## config.mk

```make
export PLATFORM = sky130hd
export DESIGN_NAME = eavr_cordic_cell
export DESIGN_NICKNAME = d
export VERILOG_FILES = /design/src/hdl/euler_angle_vector_rotation_top_macros.svh /design/src/hdl/eavr_pkg.sv /design/src/hdl/eavr_cordic_cell.sv
export SDC_FILE = /design/constraint.sdc
export NUM_CORES = 1
export LEC_CHECK = 0
export BUFFER_PORTS_ARGS = -buffer_cell sky130_fd_sc_hd__buf_4
export CAP_MARGIN = 15
export CORE_AREA = 5 5 288 290
export CTS_CLUSTER_DIAMETER = 200
export CTS_CLUSTER_SIZE = 24
export DETAILED_ROUTE_END_ITERATION = 8
export DIE_AREA = 0 0 293 295
export GPL_TIMING_DRIVEN = 0
export PLACE_DENSITY = 0.63
export SLEW_MARGIN = 10
export SYNTH_ARGS = -nofsm -noshare
export SYNTH_HDL_FRONTEND = slang
export SYNTH_SLANG_ARGS = --single-unit
```

## constraint.sdc

```tcl
create_clock -name clk -period 12.5 [get_ports clk]
set_input_delay 0 -clock clk [delete_from_list [all_inputs] [get_ports clk]]
set_output_delay 0 -clock clk [all_outputs]
set_load 0.01 [all_outputs]
```

## src/hdl/euler_angle_vector_rotation_top_macros.svh

```systemverilog
// assertion macros for the euler angle vector rotation block
`ifndef EULER_ANGLE_VECTOR_ROTATION_TOP_MACROS_SVH
`define EULER_ANGLE_VECTOR_ROTATION_TOP_MACROS_SVH
`ifndef SYNTH
`define EAVR_ASSERT_IMP(label, clk, rst_n, a, b) \
	label: assert property (@(posedge clk) disable iff (!(rst_n)) (a) |-> (b)) \
		else $error("assertion failed");
`define EAVR_ASSERT_NXT(label, clk, rst_n, a, b) \
	label: assert property (@(posedge clk) disable iff (!(rst_n)) (a) |=> (b)) \
		else $error("assertion failed");
`else
`define EAVR_ASSERT_IMP(label, clk, rst_n, a, b)
`define EAVR_ASSERT_NXT(label, clk, rst_n, a, b)
`endif
`endif

```

## src/hdl/eavr_pkg.sv

```systemverilog
// ----------------------------------------------------------------------------
// eavr_pkg
// Types, constants and arithmetic helpers of the euler angle vector rotation.
// ----------------------------------------------------------------------------
package eavr_pkg;

	localparam int CordicSteps = 18;
	// prep stage, cordic cells, four matrix stages, product stage, output stage
	localparam int Stages = CordicSteps + 7;

	localparam int IdxRoll  = 0;
	localparam int IdxPitch = 1;
	localparam int IdxYaw   = 2;

	localparam logic signed [32:0] CordicK = 33'sd652032874;
	localparam logic signed [23:0] HalfPi  = 24'sd1647099;
	localparam logic signed [23:0] Pi      = 24'sd3294199;

	typedef logic signed [31:0] q30_t;

	typedef struct packed {
		logic signed [15:0] roll;
		logic signed [15:0] pitch;
		logic signed [15:0] yaw;
		logic signed [31:0] vec_x_in;
		logic signed [31:0] vec_y_in;
		logic signed [31:0] vec_z_in;
	} req_t;

	typedef struct packed {
		logic signed [31:0] vec_x_out;
		logic signed [31:0] vec_y_out;
		logic signed [31:0] vec_z_out;
	} rsp_t;

	typedef struct packed {
		logic [2:0][32:0] x;
		logic [2:0][32:0] y;
		logic [2:0][23:0] z;
		logic [2:0]       flip;
		logic [2:0][31:0] vec;
	} cordic_t;

	typedef struct packed {
		logic [2:0][2:0][31:0] r;
		logic [2:0][31:0]      vec;
	} mat_t;

	function automatic logic signed [23:0] atan_q20(input int step);
		case (step)
			0: atan_q20 = 24'sd823550;
			1: atan_q20 = 24'sd486170;
			2: atan_q20 = 24'sd256879;
			3: atan_q20 = 24'sd130396;
			4: atan_q20 = 24'sd65451;
			5: atan_q20 = 24'sd32757;
			6: atan_q20 = 24'sd16383;
			7: atan_q20 = 24'sd8192;
			8: atan_q20 = 24'sd4096;
			9: atan_q20 = 24'sd2048;
			10: atan_q20 = 24'sd1024;
			11: atan_q20 = 24'sd512;
			12: atan_q20 = 24'sd256;
			13: atan_q20 = 24'sd128;
			14: atan_q20 = 24'sd64;
			15: atan_q20 = 24'sd32;
			16: atan_q20 = 24'sd16;
			17: atan_q20 = 24'sd8;
			default: atan_q20 = 24'sd0;
		endcase
	endfunction

	function automatic q30_t clamp_q30(input logic signed [33:0] v);
		if (v > 34'sd1073741824) begin
			clamp_q30 = 32'sd1073741824;
		end else if (v < -34'sd1073741824) begin
			clamp_q30 = -32'sd1073741824;
		end else begin
			clamp_q30 = q30_t'(v);
		end
	endfunction

	// product of two q30 values, rounded half up
	function automatic q30_t mulq(input q30_t a, input q30_t b);
		logic signed [63:0] p;
		p = 64'(a) * 64'(b);
		p = p + 64'sd536870912;
		mulq = q30_t'(p >>> 30);
	endfunction

	function automatic logic signed [31:0] sat_out(input logic signed [63:0] acc);
		logic signed [63:0] r;
		r = (acc + 64'sd536870912) >>> 30;
		if (r > 64'sd2147483647) begin
			sat_out = 32'sh7fffffff;
		end else if (r < -64'sd2147483648) begin
			sat_out = 32'sh80000000;
		end else begin
			sat_out = r[31:0];
		end
	endfunction

endpackage

```

## src/hdl/eavr_cordic_cell.sv

```systemverilog
// ----------------------------------------------------------------------------
// eavr_cordic_cell
// One rotation-mode cordic iteration for the three angle lanes, registered.
// ----------------------------------------------------------------------------
module eavr_cordic_cell #(
	parameter int STEP = 0
) (
	input  logic              clk,
	input  logic              en,
	input  eavr_pkg::cordic_t d,
	output eavr_pkg::cordic_t q
);

	eavr_pkg::cordic_t nxt;

	always_comb begin
		logic signed [32:0] x;
		logic signed [32:0] y;
		logic signed [23:0] z;
		nxt = d;
		for (int l = 0; l < 3; l++) begin
			x = $signed(d.x[l]);
			y = $signed(d.y[l]);
			z = $signed(d.z[l]);
			if (z >= 24'sd0) begin
				nxt.x[l] = x - (y >>> STEP);
				nxt.y[l] = y + (x >>> STEP);
				nxt.z[l] = z - eavr_pkg::atan_q20(STEP);
			end else begin
				nxt.x[l] = x + (y >>> STEP);
				nxt.y[l] = y - (x >>> STEP);
				nxt.z[l] = z + eavr_pkg::atan_q20(STEP);
			end
		end
	end

	always_ff @(posedge clk) begin
		if (en) begin
			q <= nxt;
		end
	end

endmodule

```

# After elaboration in Yosys (flattened, before gate mapping)
# Index checks and enable logic that the tools add are counted.
[word_totals] latchBits=0 mem_bits_ro=0 mem_count=0 elab_cells=40 ff_bits=369 ram_bits=0
[classes] mul=0 n_div=0 reduce_logical=0 n_shift=0 eq_ne=0 add_sub_neg=15 bitwise=0 muxes=9 magnitude_cmp=3
[ops] cell="$mux 33" n=6
[ops] cell="$sub 33x33->33" n=6
[ops] cell="$add 33x33->33" n=3
[ops] cell="$add 24x21->24 const B" n=3
[ops] cell="$ge 24x1->1 const B" n=3
[ops] cell="$mux 24" n=3
[ops] cell="$sub 24x21->24 const B" n=3

# Longest topological paths before layout
[depth] ltp_word=2 mapped_depth=18 ltp_nobuf=16

# Least setup slack after synthesis
# Ideal clock, no wire load.
[synth_path] path_type="input to register" from="input d[170] (netlist name)" to="register q[166] (netlist name), data pin" stages=18 path_slack_ps=8585 t_required_ps=12241 arrival_time_ps=3656 cell_sequence="inv_1 ha_1 nor4b_1 nand4_1 o21ai_1 clkinv_1 clkbuf_1 clkbuf_1 ha_1 nor2b_1 o31a_1 o41a_1 a41o_1 a311o_1 nand3_1 nand2_1 a21oi_1 xnor2_1"
[synth_rtl] item="start, declared" line="eavr_cordic_cell.sv:10" source="input eavr_pkg::cordic_t d,"
[synth_rtl] item="end signal, assigned" line="eavr_cordic_cell.sv:39" source="q <= nxt;"
[synth_rtl] item="end, declared" line="eavr_cordic_cell.sv:11" source="output eavr_pkg::cordic_t q"

==> summary.txt <==
drt pass-1 iters: 6
most frequent cells in the layout: buf_4 (741), a21oi_1 (369), edfxtp_1 (366)
Least-Margin Pin Slew: 1240 ps
setup ws final: 5930 ps
Final Cycle Share: 0.526
fillers: 7628
logic gate share of total power: 0.432
Slew HR: 0.172
delay-heaviest family, CP: buffers and inverters
Die Wd: 293 microns
Mapped Cells: 3465
crit-path max FO: 19
CTS Buf Count: 19
Seq pwr share: 0.399
final instance area: 40600 sq um
worst min path class: in -> reg
Worst Path Arrival: 6900 ps
Post-synth EDFFs: 366
Largest Register: q
# IOs: 740
cells along the critical path: dlygate4sd3_1, buf_4, nor4_1, nand4_1, o21ai_1, clkinv_1, clkbuf_1, clkbuf_2, ha_1, a21o_1, a21oi_1, o21ai_1, a2111oi_1, o31ai_1, nand2b_1, a21oi_1, nor2_1, xnor2_1, dlygate4sd3_1
Switching Share: 0.369
Layout Nets: 5157
Buffers on Ports: 739
internal power: 2.60 mW
pin count of the biggest net entering global routing: 112
max FFs per register: 366
Setup violations, final: 0
net switching power: 1.52 mW
pre-CTS setup slack: 6140 ps
vias in the first global route: 30200
TritonCTS clock tree: done
initial antenna violation count: 12
first-pass GRT wire length: 191000 microns
Congestion Overflow GR: 0
Routed Antenna Nets: 0
row count: 104
post-CTS setup buffer count: 0
fraction of registers with async set/reset: 0
Cell variety after synth: 88
Peak Freq: 152 MHz
HPWL after detailed placement: 107000 microns
outcome: complete, no violations
Worst EP required: 12830 ps
CTS max path bufs: 3
initial core utilization: 0.390
H-tree Lvls: 1
CP Capture Type: register
clock-pin transition on the worst setup and hold timing paths: 100 ps
Clock Sinks: 366
WP buf/inv: 6
Synth Warn #: 0
Syn Area/Cell: 9.00 sq um
Seq. cell area: 11000 sq um
Leakage Power: 17.8 nW
Area Growth Syn to Fin: 30.2%
Final TNS setup: 0 ps
CP Class: in -> reg
share of cells above drive strength 1: 0.185
synthesized area: 31200 sq um
vias per cell: 5.66
Top FF cell, synth: edfxtp_1
Core Box Area: 80000 sq um
power per cell area: 102 nW/um^2
gr usage total: 0.286
CP max-delay cell: a2111oi_1
placer congestion estimate: 0.977
Max-Cap Viols: 0
Max VDD drop: 85.6 uV
sequential share of the synthesized area: 0.353
critical path launch point type: input port
Tot Pwr: 4.13 mW
die area: 86400 sq um
Multi-input gate area: 18400 sq um
Yosys reg bits: 366
RSZ-0062 raised after global routing: no
Finished Layout Cells: 5488
worst hold slack: 50.0 ps
WL/cell: 24.1 microns
die height: 295 microns
final wirelength: 132000 microns
Post-Place Cells: 5268
utilization after layout: 0.507
Root Buffer: clkbuf_16
Area after DPL: 38200 sq um
net count after synthesis: 4202
Resize count post-CTS: 0
Residual DRC: 0
commonest non-fill, non-tap cell in the layout: buf_4
crit-path max cell delay: 900 ps
initial DRC count: 2721
min cycle time layout: 6570 ps
clock power share: 0.169
Final Max Tran Viols: 0
Vias: 31000
Regs by FF count: q: 366 flops
final hold vios: 0
==> worst paths after layout <==
path  startpoint  endpoint  slack [ps]  depth (start not counted)
max       d[147]    q[163]        5930                         19
min       d[139]    q[139]          50                          3
==> cells by family (layout without fill, tap and decap cells) <==
group | Yosys count | count (layout) | share of synthesized area
AOI/OAI and AO/OA | 1077 | 1077 | 0.219
xor gates and xnor gates | 243 | 243 | 0.0683
adders and majority gates | 366 | 366 | 0.150
buffers and inverters | 470 | 1425 | 0.0573
DFF | 366 | 366 | 0.353
muxes | 37 | 37 | 0.0120
other | 0 | 8 | 0
and+or+nand+nor | 906 | 906 | 0.141
==> area by class of cell <==
| class | count | share of cell area |
|---|---|---|
| sequential | 366 | 0.271 |
| clock inverter | 2 | 0.000709 |
| inverter | 328 | 0.0303 |
| clock buffer | 19 | 0.0117 |
| multi-input combinational | 2629 | 0.453 |
| antenna | 8 | 0.000493 |
| buffer | 142 | 0.0138 |
| timing repair buffer | 934 | 0.186 |
| tap | 1060 | 0.0327 |
==> cell usage after synthesis, types with 11 or more instances <==
master,n,area share
a21oi_1,369,0.059
edfxtp_1,366,0.35
ha_1,354,0.14
inv_1,321,0.039
nor2_1,291,0.035
xnor2_1,198,0.056
o21ai_0,197,0.032
nand2_1,181,0.022
clkbuf_1,100,0.012
a21o_1,95,0.023
nor3_1,85,0.014
nand3_1,63,0.010
o21bai_1,63,0.015
nor2b_1,49,0.0098
xor2_1,45,0.013
nand2b_1,42,0.0084
nor4_1,36,0.0072
a31oi_1,35,0.0070
mux2i_1,34,0.011
nand4_1,34,0.0068
a211oi_1,33,0.0079
o211ai_1,33,0.0079
or3_1,31,0.0062
buf_1,30,0.0036
o21a_1,30,0.0072
o31ai_1,30,0.0072
o21ai_1,27,0.0043
and3_1,17,0.0034
and2_1,13,0.0026
or2_2,13,0.0026
fa_1,12,0.0077
o31a_1,12,0.0034
or4_1,12,0.0029
a2111oi_0,11,0.0031
o41ai_1,11,0.0031
==> power by group through the flow <==
stage	clock [mW]	combinational [mW]	sequential, mW
floorplan	0	0.808	1.75
global placement	0	1.69	1.68
detailed placement	0	1.69	1.67
CTS	0.732	1.76	1.65
global route	0.770	1.90	1.66
finish	0.697	1.78	1.65
==> worst min-delay path: stages <==
cell and delay [ps]:
buf_4 90, ha_1 190, xnor2_1 150
==> routing by layer <==
| layer | part of all wire | vias up | GRT usage | routed length (microns) |
|---|---|---|---|---|
| li1 | - | 14400 | - | - |
| met1 | 0.40 | 14900 | 0.364 | 52900 |
| met2 | 0.48 | 1491 | 0.494 | 63100 |
| met3 | 0.087 | 239 | 0.0581 | 11500 |
| met4 | 0.035 | 6 | 0.0839 | 4620 |
| met5 | 0.00032 | - | 0 | 42 |
==> repair_timing <==
item,4_1_cts,5_1_grt
endpoints found under the setup margin,0,0
endpoints found under the hold margin,216,0
hold buffers,190,0
Power figures use the tool's default switching activity.
